## src/assert_macros.svh

```systemverilog
// assertion macros for the rtl files, included by the pid top level
`ifndef ASSERT_MACROS_SVH
`define ASSERT_MACROS_SVH

// same-cycle implication, checked on every clock edge outside reset
`define ASSERT_NOW(lbl, ante, cons, msg) \
    lbl: assert property (@(posedge i_clk) disable iff (!i_rst_n) (ante) |-> (cons)) \
        else $error(msg);

// next-cycle implication, checked on every clock edge outside reset
`define ASSERT_NEXT(lbl, ante, cons, msg) \
    lbl: assert property (@(posedge i_clk) disable iff (!i_rst_n) (ante) |=> (cons)) \
        else $error(msg);

`endif

```

## src/pidr_pkg.sv

```systemverilog
// shared constants, types and helper functions for the per-channel pid block
package pidr_pkg;

    localparam int NUM_CHANNELS = 4;
    localparam int CH_IDX_W     = (NUM_CHANNELS > 1) ? $clog2(NUM_CHANNELS) : 1;

    // field widths
    localparam int CHAN_W    = 2;
    localparam int TARGET_W  = 9;
    localparam int MEAS_W    = 13;
    localparam int DRIVE_W   = 11;
    localparam int GAIN_W    = 16;
    localparam int LOW_W     = 11;
    localparam int HIGH_W    = 10;
    localparam int TOL_W     = 8;

    // internal widths
    localparam int ERR_W     = 14;
    localparam int INTEG_W   = 11;
    localparam int DERIV_W   = 15;
    localparam int SUM_W     = 15;
    localparam int TMAG_W    = TARGET_W + 1;
    localparam int BOUND_W   = TOL_W + TMAG_W;
    localparam int CHANGE_W  = ERR_W + TOL_W;
    localparam int FRAC_W    = 12;
    localparam int FRAC_MASK = (1 << FRAC_W) - 1;
    localparam int PP_W      = GAIN_W + 1 + ERR_W;
    localparam int PI_W      = GAIN_W + 1 + INTEG_W;
    localparam int PD_W      = GAIN_W + 1 + DERIV_W;
    localparam int ACC_W     = PD_W + 1;

    // stream packing
    localparam int S_TDATA_W = ((TARGET_W + MEAS_W + 7) / 8) * 8;
    localparam int M_TDATA_W = ((DRIVE_W + 7) / 8) * 8;

    // apb port
    localparam int REG_IDX_W = 3;
    localparam int PADDR_W   = REG_IDX_W + 2;
    localparam int PDATA_W   = 32;

    typedef enum logic [REG_IDX_W-1:0] {
        REG_PROP_GAIN  = 3'd0,
        REG_INTEG_GAIN = 3'd1,
        REG_DERIV_GAIN = 3'd2,
        REG_OUT_LOW    = 3'd3,
        REG_OUT_HIGH   = 3'd4,
        REG_CHANGE_TOL = 3'd5
    } t_reg_idx;

    typedef struct packed {
        logic        [GAIN_W-1:0] prop_gain;
        logic        [GAIN_W-1:0] integ_gain;
        logic        [GAIN_W-1:0] deriv_gain;
        logic signed [LOW_W-1:0]  out_low;
        logic        [HIGH_W-1:0] out_high;
        logic        [TOL_W-1:0]  change_tol;
    } t_cfg;

    localparam t_cfg CFG_RESET = '{
        prop_gain:  16'd614,
        integ_gain: 16'd1024,
        deriv_gain: 16'd492,
        out_low:    -11'sd160,
        out_high:   10'd160,
        change_tol: 8'd26
    };

    typedef struct packed {
        logic signed [ERR_W-1:0]   last_error;
        logic signed [INTEG_W-1:0] integral;
    } t_chan_state;

    // channel folded onto the state table, at most three compare-subtract steps
    function automatic logic [CH_IDX_W-1:0] chan_index(input logic [CHAN_W-1:0] ch);
        int v;
        v = int'(ch);
        for (int k = 0; k < (1 << CHAN_W) - 1; k++) begin
            if (v >= NUM_CHANNELS) begin
                v = v - NUM_CHANNELS;
            end
        end
        return v[CH_IDX_W-1:0];
    endfunction

    function automatic logic [ERR_W-1:0] err_mag(input logic signed [ERR_W-1:0] v);
        return v[ERR_W-1] ? ERR_W'(-v) : ERR_W'(v);
    endfunction

endpackage

```

## src/pidr_regs.sv

```systemverilog
// apb configuration register bank for the pid block
module pidr_regs (
    input  logic                           i_clk,
    input  logic                           i_rst_n,
    input  logic                           psel,
    input  logic                           penable,
    input  logic                           pwrite,
    input  logic [pidr_pkg::PADDR_W-1:0]   paddr,
    input  logic [pidr_pkg::PDATA_W-1:0]   pwdata,
    output logic [pidr_pkg::PDATA_W-1:0]   prdata,
    output logic                           pready,
    output pidr_pkg::t_cfg                 o_cfg
);
    import pidr_pkg::*;

    t_cfg     r_cfg;
    t_reg_idx reg_idx;
    logic     wr_en;

    assign pready  = 1'b1;
    assign o_cfg   = r_cfg;
    assign reg_idx = t_reg_idx'(paddr[PADDR_W-1:2]);
    assign wr_en   = psel && penable && pwrite && pready;

    always_ff @(posedge i_clk) begin
        if (!i_rst_n) begin
            r_cfg <= CFG_RESET;
        end else if (wr_en) begin
            unique case (reg_idx)
                REG_PROP_GAIN:  r_cfg.prop_gain  <= pwdata[GAIN_W-1:0];
                REG_INTEG_GAIN: r_cfg.integ_gain <= pwdata[GAIN_W-1:0];
                REG_DERIV_GAIN: r_cfg.deriv_gain <= pwdata[GAIN_W-1:0];
                REG_OUT_LOW:    r_cfg.out_low    <= signed'(pwdata[LOW_W-1:0]);
                REG_OUT_HIGH:   r_cfg.out_high   <= pwdata[HIGH_W-1:0];
                REG_CHANGE_TOL: r_cfg.change_tol <= pwdata[TOL_W-1:0];
                default: ;
            endcase
        end
    end

    always_comb begin
        unique case (reg_idx)
            REG_PROP_GAIN:  prdata = PDATA_W'(r_cfg.prop_gain);
            REG_INTEG_GAIN: prdata = PDATA_W'(r_cfg.integ_gain);
            REG_DERIV_GAIN: prdata = PDATA_W'(r_cfg.deriv_gain);
            REG_OUT_LOW:    prdata = PDATA_W'(r_cfg.out_low);
            REG_OUT_HIGH:   prdata = PDATA_W'(r_cfg.out_high);
            REG_CHANGE_TOL: prdata = PDATA_W'(r_cfg.change_tol);
            default:        prdata = '0;
        endcase
    end

endmodule

```

## src/pid_with_integral_reset.sv

```systemverilog
// per-channel speed pid with integral clamp and integral reset, top level
//
// input stream: one word per control update, carrying the channel in tuser and
// the target and measured speeds in tdata. output stream: one word per input
// word, in the same order, carrying the channel in tuser and the clamped drive
// correction in tdata. gains, clamp limits and the change tolerance are set
// over the apb port and are meant to be changed only while no word is in flight.
//
// per-channel last error and integral live in a small state memory with a
// registered read: the read is issued when a word is accepted, the updated
// state is written back one stage later, and a same-channel write landing on
// the read edge is forwarded so updates back to back on one channel are exact.
//
// a result word passes the stage 1 to 4 registers and the output register.
// throughput: one word per cycle while the receiver keeps tready high, set by
// the read-modify-write of the state memory; each pipeline stage moves on its
// own, so the block keeps taking words while a finished result waits at
// the output. reset clears all channel states to zero at once and loads the
// default gains. a stalled receiver fills the five stages, then tready drops.
`include "assert_macros.svh"

module pid_with_integral_reset (
    input  logic                             i_clk,
    input  logic                             i_rst_n,
    // slave stream
    input  logic                             i_s_tvalid,
    output logic                             o_s_tready,
    input  logic [pidr_pkg::S_TDATA_W-1:0]   i_s_tdata,  // target_speed, measured_speed, pad
    input  logic [pidr_pkg::CHAN_W-1:0]      i_s_tuser,  // channel
    // master stream
    output logic                             o_m_tvalid,
    input  logic                             i_m_tready,
    output logic [pidr_pkg::M_TDATA_W-1:0]   o_m_tdata,  // drive_correction, pad
    output logic [pidr_pkg::CHAN_W-1:0]      o_m_tuser,  // out_channel
    // configuration
    input  logic                             psel,
    input  logic                             penable,
    input  logic                             pwrite,
    input  logic [pidr_pkg::PADDR_W-1:0]     paddr,
    input  logic [pidr_pkg::PDATA_W-1:0]     pwdata,
    output logic [pidr_pkg::PDATA_W-1:0]     prdata,
    output logic                             pready
);
    import pidr_pkg::*;

    t_cfg cfg;

    pidr_regs u_regs (
        .i_clk   (i_clk),
        .i_rst_n (i_rst_n),
        .psel    (psel),
        .penable (penable),
        .pwrite  (pwrite),
        .paddr   (paddr),
        .pwdata  (pwdata),
        .prdata  (prdata),
        .pready  (pready),
        .o_cfg   (cfg)
    );

    // ---------------- flow control ----------------
    logic r_s1_v, r_s2_v, r_s3_v, r_s4_v, r_out_v;
    logic ld1, ld2, ld3, ld4, ld_out;
    logic accept;

    assign ld_out     = !r_out_v || i_m_tready;
    assign ld4        = !r_s4_v || ld_out;
    assign ld3        = !r_s3_v || ld4;
    assign ld2        = !r_s2_v || ld3;
    assign ld1        = !r_s1_v || ld2;
    assign o_s_tready = ld1;
    assign accept     = i_s_tvalid && ld1;

    always_ff @(posedge i_clk) begin
        if (!i_rst_n) begin
            r_s1_v  <= 1'b0;
            r_s2_v  <= 1'b0;
            r_s3_v  <= 1'b0;
            r_s4_v  <= 1'b0;
            r_out_v <= 1'b0;
        end else begin
            if (ld1)    r_s1_v  <= i_s_tvalid;
            if (ld2)    r_s2_v  <= r_s1_v;
            if (ld3)    r_s3_v  <= r_s2_v;
            if (ld4)    r_s4_v  <= r_s3_v;
            if (ld_out) r_out_v <= r_s4_v;
        end
    end

    // ---------------- input decode ----------------
    logic signed [TARGET_W-1:0] in_target;
    logic signed [MEAS_W-1:0]   in_meas;
    logic signed [ERR_W-1:0]    in_err;
    logic signed [TMAG_W-1:0]   in_target_ext;
    logic [TMAG_W-1:0]          in_target_mag;
    logic [BOUND_W-1:0]         in_bound;
    logic [CH_IDX_W-1:0]        rd_idx;

    always_comb begin
        in_target     = signed'(i_s_tdata[TARGET_W-1:0]);
        in_meas       = signed'(i_s_tdata[TARGET_W+MEAS_W-1:TARGET_W]);
        in_err        = ERR_W'(in_target) - ERR_W'(in_meas);
        in_target_ext = TMAG_W'(in_target);
        in_target_mag = in_target_ext[TMAG_W-1] ? TMAG_W'(-in_target_ext)
                                                : TMAG_W'(in_target_ext);
        in_bound      = BOUND_W'(cfg.change_tol) * BOUND_W'(in_target_mag);
        rd_idx        = chan_index(i_s_tuser);
    end

    // ---------------- state memory ----------------
    t_chan_state         r_mem [NUM_CHANNELS];
    logic [NUM_CHANNELS-1:0] r_mem_vld;
    t_chan_state         r_rd_data;
    logic                r_rd_vld;
    logic                r_fwd_hit;
    t_chan_state         r_fwd_data;
    logic                wr_en;
    logic [CH_IDX_W-1:0] wr_idx;
    t_chan_state         wr_data;

    always_ff @(posedge i_clk) begin
        if (wr_en) begin
            r_mem[wr_idx] <= wr_data;
        end
        if (accept) begin
            r_rd_data <= r_mem[rd_idx];
        end
    end

    // entries not yet written read as zero
    always_ff @(posedge i_clk) begin
        if (!i_rst_n) begin
            r_mem_vld <= '0;
        end else if (wr_en) begin
            r_mem_vld[wr_idx] <= 1'b1;
        end
    end

    // a write-back on the read edge to the same channel is forwarded
    always_ff @(posedge i_clk) begin
        if (accept) begin
            r_rd_vld   <= r_mem_vld[rd_idx];
            r_fwd_hit  <= wr_en && (wr_idx == rd_idx);
            r_fwd_data <= wr_data;
        end
    end

    // ---------------- stage 1: integral and derivative ----------------
    logic [CHAN_W-1:0]        r_s1_ch;
    logic [CH_IDX_W-1:0]      r_s1_idx;
    logic signed [ERR_W-1:0]  r_s1_err;
    logic [BOUND_W-1:0]       r_s1_bound;
    logic                     r_s1_tzero;

    always_ff @(posedge i_clk) begin
        if (accept) begin
            r_s1_ch    <= i_s_tuser;
            r_s1_idx   <= rd_idx;
            r_s1_err   <= in_err;
            r_s1_bound <= in_bound;
            r_s1_tzero <= (in_target == '0);
        end
    end

    t_chan_state                prev_state;
    logic [ERR_W-1:0]           e_mag;
    logic [ERR_W-1:0]           p_mag;
    logic signed [ERR_W:0]      mag_diff;
    logic [ERR_W-1:0]           diff_mag;
    logic [CHANGE_W-1:0]        change;
    logic                       tol_ok;
    logic                       err_zero;
    logic signed [SUM_W-1:0]    integ_sum;
    logic signed [SUM_W-1:0]    lo_sum;
    logic signed [SUM_W-1:0]    hi_sum;
    logic signed [INTEG_W-1:0]  n_integ;
    logic signed [DERIV_W-1:0]  n_deriv;

    always_comb begin
        if (r_fwd_hit) begin
            prev_state = r_fwd_data;
        end else if (r_rd_vld) begin
            prev_state = r_rd_data;
        end else begin
            prev_state = '0;
        end

        e_mag    = err_mag(r_s1_err);
        p_mag    = err_mag(prev_state.last_error);
        mag_diff = signed'({1'b0, e_mag}) - signed'({1'b0, p_mag});
        diff_mag = mag_diff[ERR_W] ? ERR_W'(-mag_diff) : mag_diff[ERR_W-1:0];
        change   = {diff_mag, {TOL_W{1'b0}}};
        tol_ok   = change <= CHANGE_W'(r_s1_bound);
        err_zero = (r_s1_err == '0);

        integ_sum = SUM_W'(prev_state.integral) + SUM_W'(r_s1_err);
        lo_sum    = SUM_W'(cfg.out_low);
        hi_sum    = SUM_W'(signed'({1'b0, cfg.out_high}));

        // upper bound is tested first when the limits cross
        if (tol_ok && !err_zero) begin
            if (integ_sum > hi_sum) begin
                n_integ = INTEG_W'(hi_sum);
            end else if (integ_sum < lo_sum) begin
                n_integ = INTEG_W'(lo_sum);
            end else begin
                n_integ = INTEG_W'(integ_sum);
            end
        end else if (!tol_ok) begin
            n_integ = '0;
        end else begin
            n_integ = prev_state.integral;
        end

        n_deriv = DERIV_W'(r_s1_err) - DERIV_W'(prev_state.last_error);

        // standing still on a zero target
        if (r_s1_tzero && err_zero) begin
            n_integ = '0;
            n_deriv = '0;
        end
    end

    assign wr_en              = r_s1_v && ld2;
    assign wr_idx             = r_s1_idx;
    assign wr_data.last_error = r_s1_err;
    assign wr_data.integral   = n_integ;

    // ---------------- stage 2: gain products ----------------
    logic [CHAN_W-1:0]          r_s2_ch;
    logic [CH_IDX_W-1:0]        r_s2_idx;
    logic signed [ERR_W-1:0]    r_s2_err;
    logic signed [INTEG_W-1:0]  r_s2_integ;
    logic signed [DERIV_W-1:0]  r_s2_deriv;

    always_ff @(posedge i_clk) begin
        if (wr_en) begin
            r_s2_ch    <= r_s1_ch;
            r_s2_idx   <= r_s1_idx;
            r_s2_err   <= r_s1_err;
            r_s2_integ <= n_integ;
            r_s2_deriv <= n_deriv;
        end
    end

    logic signed [PP_W-1:0] n_pp;
    logic signed [PI_W-1:0] n_pi;
    logic signed [PD_W-1:0] n_pd;

    always_comb begin
        n_pp = signed'({1'b0, cfg.prop_gain})  * r_s2_err;
        n_pi = signed'({1'b0, cfg.integ_gain}) * r_s2_integ;
        n_pd = signed'({1'b0, cfg.deriv_gain}) * r_s2_deriv;
    end

    // ---------------- stage 3: sum ----------------
    logic [CHAN_W-1:0]      r_s3_ch;
    logic signed [PP_W-1:0] r_s3_pp;
    logic signed [PI_W-1:0] r_s3_pi;
    logic signed [PD_W-1:0] r_s3_pd;

    always_ff @(posedge i_clk) begin
        if (r_s2_v && ld3) begin
            r_s3_ch <= r_s2_ch;
            r_s3_pp <= n_pp;
            r_s3_pi <= n_pi;
            r_s3_pd <= n_pd;
        end
    end

    logic signed [ACC_W-1:0] n_acc;

    assign n_acc = ACC_W'(r_s3_pp) + ACC_W'(r_s3_pi) + ACC_W'(r_s3_pd);

    // ---------------- stage 4: clamp and truncate ----------------
    logic [CHAN_W-1:0]       r_s4_ch;
    logic signed [ACC_W-1:0] r_s4_acc;

    always_ff @(posedge i_clk) begin
        if (r_s3_v && ld4) begin
            r_s4_ch  <= r_s3_ch;
            r_s4_acc <= n_acc;
        end
    end

    logic signed [ACC_W-1:0]   lo_sc;
    logic signed [ACC_W-1:0]   hi_sc;
    logic signed [ACC_W-1:0]   acc_trunc;
    logic signed [DRIVE_W-1:0] n_drive;

    always_comb begin
        lo_sc = ACC_W'(cfg.out_low) <<< FRAC_W;
        hi_sc = ACC_W'(signed'({1'b0, cfg.out_high})) <<< FRAC_W;
        // round toward zero on negative sums
        if (r_s4_acc[ACC_W-1]) begin
            acc_trunc = (r_s4_acc + ACC_W'(FRAC_MASK)) >>> FRAC_W;
        end else begin
            acc_trunc = r_s4_acc >>> FRAC_W;
        end
        // lower bound is tested first when the limits cross
        if (r_s4_acc < lo_sc) begin
            n_drive = cfg.out_low;
        end else if (r_s4_acc > hi_sc) begin
            n_drive = DRIVE_W'(signed'({1'b0, cfg.out_high}));
        end else begin
            n_drive = acc_trunc[DRIVE_W-1:0];
        end
    end

    // ---------------- output register ----------------
    logic [CHAN_W-1:0]         r_out_ch;
    logic signed [DRIVE_W-1:0] r_out_drive;

    always_ff @(posedge i_clk) begin
        if (r_s4_v && ld_out) begin
            r_out_ch    <= r_s4_ch;
            r_out_drive <= n_drive;
        end
    end

    assign o_m_tvalid = r_out_v;
    assign o_m_tuser  = r_out_ch;
    assign o_m_tdata  = M_TDATA_W'(unsigned'(r_out_drive));

    // ---------------- assertions ----------------
    `ASSERT_NOW(a_full_when_blocked, !o_s_tready, r_s1_v && r_s2_v && r_s3_v && r_s4_v && r_out_v, "input blocked with a free stage")
    `ASSERT_NEXT(a_fwd_same_chan, accept && wr_en && (wr_idx == rd_idx), r_fwd_hit && r_s2_v && (r_s2_idx == r_s1_idx), "state forward lost on same-channel update")

endmodule

```

## config.mk

```make
export PLATFORM = sky130hd
export DESIGN_NAME = pid_with_integral_reset
export DESIGN_NICKNAME = d
export VERILOG_FILES = /design/src/pidr_pkg.sv /design/src/pidr_regs.sv /design/src/pid_with_integral_reset.sv
export VERILOG_INCLUDE_DIRS = /design/src /design/src/src
export SDC_FILE = /design/constraint.sdc
export NUM_CORES = 2
export LEC_CHECK = 0
export ABC_CLOCK_PERIOD_IN_PS = 17100
export BUFFER_PORTS_ARGS = -buffer_cell sky130_fd_sc_hd__buf_2
export CORE_ASPECT_RATIO = 1.2
export CORE_MARGIN = 5
export CORE_UTILIZATION = 35
export CTS_CLUSTER_SIZE = 40
export DETAILED_ROUTE_END_ITERATION = 16
export GPL_TIMING_DRIVEN = 0
export PLACE_DENSITY = 0.54
export SLEW_MARGIN = 40
export SYNTH_ARGS = -nofsm -noshare
export SYNTH_HDL_FRONTEND = slang
export SYNTH_SLANG_ARGS = --single-unit
```

## constraint.sdc

```tcl
create_clock -name i_clk -period 17.1 [get_ports i_clk]
set_clock_uncertainty 0.1 [all_clocks]
set_input_delay 0 -clock i_clk [delete_from_list [all_inputs] [get_ports i_clk]]
set_output_delay 0 -clock i_clk [all_outputs]
set_load 0.01 [all_outputs]
```

==> metrics.txt <==
first-pass GRT wire length ~210 mm; Lkg Pwr 23.2 nW; mean number of vias per cell about 5.1; Crit. Startpoint u_regs.o_cfg[67]; fmax between 0.1 and 0.15 GHz; port buffer count 94; largest net degree at the start of global routing 30; post-synthesis register bit count approximately 460; dpl hpwl 114 mm; setup TNS 0 ps; post-cts resize count 0; async set or reset register ratio after synthesis 0%; DR WL/cell about 21 um; gpl congestion approximately 0.92; Sw Ratio 44.4%; worst reg2reg startpoint u_regs.o_cfg[67]; Post-synth EDFFs between 300 and 400; Max Slew Vio Count 0; grt ovf 0; Final Cycle Share between 40% and 50%; crit-path max FO 10; max_cap viols 0; Slew HR roughly 40%; proportion of layout cells with a drive suffix above 1 6.26%; # IOs roughly 120; Die X 345 um; RSZ-0062 raised after global routing false; syn avg cell area 10.2 um2; Overall Power between 6 and 7 mW; Sequential Power Share between 20% and 30%; count of cell types in the netlist 76; H-tree levels 2; clk slew on worst S/H paths approximately 70 ps; Iter 0 DRT Violations roughly 2000; type of the worst setup path register to register; final WL ~140 mm; Mapped Cells about 4600; Crit. End Element register; Synth Warn # 0; clock share of power 15.9%; combinational power share between 60% and 70%; R2R Setup Slk slightly below 9000 ps; Peak VDD IR about 0.14 mV; Worst-Skew Late Latency ~610 ps; area leader, netlist fa_1; Initial Util between 30% and 40%; die span in y slightly above 400 um; crit path launch type register; Critical Path RT around 17000 ps; NetSw about 3.0 mW; worst min-delay path class primary input to register; Power Dens Cells ~130 mW/mm2; critical path data arrival time between 8000 and 9000 ps; core area around 0.13 mm2; initial antenna violation count 7; DRC viols 0; GRT Util Overall 19.8%; Yosys top cell area share 23.7%; CTS tree yes; Site Rows roughly 150; Routed Antenna Nets 0; commonest non-fill, non-tap cell in the layout inv_1; most frequent cells in the layout inv_1, nand2_1, fa_1; Post-CTS Setup Inserts 0; vias after detailed routing around 34000; clock root buffer clkbuf_16; area grow syn2layout 12.0%; 1st-pass router iterations 6; CTS Buf Count 47; worst hold start i_s_tdata[1]; TritonCTS Sinks between 400 and 500; final hold violations 0; Least-Margin Pin Slew 894 ps; main area contributors after synthesis fa_1, edfxtp_1, ha_1; Die ar. between 0.1 and 0.15 mm2; fin crit period 8180 ps; vias in the first global route around 35000; synthesized area ~0.047 mm2; Setup Viol. Count Final 0; register area share after synthesis 27.2%; Max Root-Sink Buffers 3; nets 5991; Internal Power about 3.7 mW; hold buffer count at CTS 74; ys flop type edfxtp_1; status complete, no violations
metal layers:
layer	vias up	wire length (um)	track usage, %
met4	0	4900	5.93
li1	15800	-	-
met2	902	68200	34.2
met5	-	0	0
met1	17300	60500	26.4
met3	229	7090	1.99
critical path: stages, from the launching register on:
cell	delay, ps
dfxtp_1	760
clkbuf_1	600
nand2_1	190
fa_1	560
inv_1	50
fa_1	390
fa_1	550
inv_1	60
fa_1	500
fa_1	490
inv_1	50
fa_1	480
ha_1	280
o41ai_1	690
o21ai_0	160
and2_1	200
o41ai_1	670
o221ai_1	460
a21oi_1	300
o21bai_1	100
xor2_1	310
cells in the mapped netlist, types with 28 or more instances:
master    count
dfxtp_1      86
fa_1        557
nand2b_1     70
a21boi_0     52
xnor2_1     143
mux4_2       29
and2_1      290
o21ai_0      93
a21o_1       43
mux2i_1      49
xor2_1       57
a31oi_1      28
nand3_1      60
ha_1        498
inv_1       670
edfxtp_1    370
nor3_1       43
nor2b_1      77
a211oi_1     37
a21oi_1     145
nand2_1     584
nor2_1      139
clkbuf_1    151
area by class of cell:
type	count	area, um2
Sequential cell	456	12800
Fill cell	13200	81000
Clock buffer	59	1260
Clock inverter	28	335
Multi-Input combinational cell	3314	31200
Tap cell	1788	2240
Buffer	178	757
Timing Repair Buffer	199	1620
Antenna cell	5	12.5
Inverter	670	2520
power groups by stage:
stage | combinational, mW | sequential (mW) | clock (mW)
5_1_grt | 4.56 | 1.62 | 1.14
3_5_place_dp | 3.95 | 1.63 | 0
2_1_floorplan | 2.87 | 1.56 | 0
4_1_cts | 4.07 | 1.61 | 1.09
3_3_place_gp | 3.98 | 1.64 | 0
6_report | 4.06 | 1.61 | 1.07
final timing paths:
kind / end / cells past startpoint
setup reg to reg: r_s3_pp[25] / 20
hold reg to reg: r_s4_ch[0] / 0
hold / removal: r_s1_bound[1] / 4
setup / recovery: r_s3_pp[25] / 20
kinds of logic (layout without fill, tap and decap cells):
family / count (synthesis) / count (layout) / synth area share (%)
other cells: 2 / 19 / 0.0159
buf+inv: 848 / 1134 / 6.92
xor+xnor: 200 / 200 / 3.72
mux: 88 / 88 / 2.67
flops: 456 / 456 / 27.2
simple gates: 1358 / 1358 / 14.1
compound gates: 599 / 599 / 8.49
fa+ha+maj: 1055 / 1055 / 36.9
sequential cells by signal, indices dropped and copies added (netlist names), 2 cells and up:
name          flops
r_s3_ch           2
o_m_tuser         2
r_out_drive      11
r_s3_pp          31
r_rd_data        25
r_fwd_data       25
r_s4_ch           2
r_mem           100
r_s1_err         14
r_s3_pd          32
r_s1_bound       18
r_s3_pi          28
r_s1_idx          2
r_s4_acc         33
r_s2_integ       11
r_s2_deriv       15
u_regs.o_cfg     77
r_s2_err         14
r_s2_ch           2
r_mem_vld         4
through the flow:
stage | cells | cell area, um2 | utilization (%) | worst slack [ps] | hold WS [ps]
final | 6697 | 52800 | 39.5 | 8920 | 47.7
after global placement | 6500 | 49900 | 37.3 | 8990 | 119
after floorplan | 4618 | 47200 | - | 10770 | -1.13
after detailed placement | 6530 | 50400 | 37.7 | 9030 | 119
after global routing | 6692 | 52700 | 39.4 | 8620 | 53.3
after CTS | 6691 | 52700 | 39.4 | 8990 | 18.7
Power figures use the tool's default switching activity.
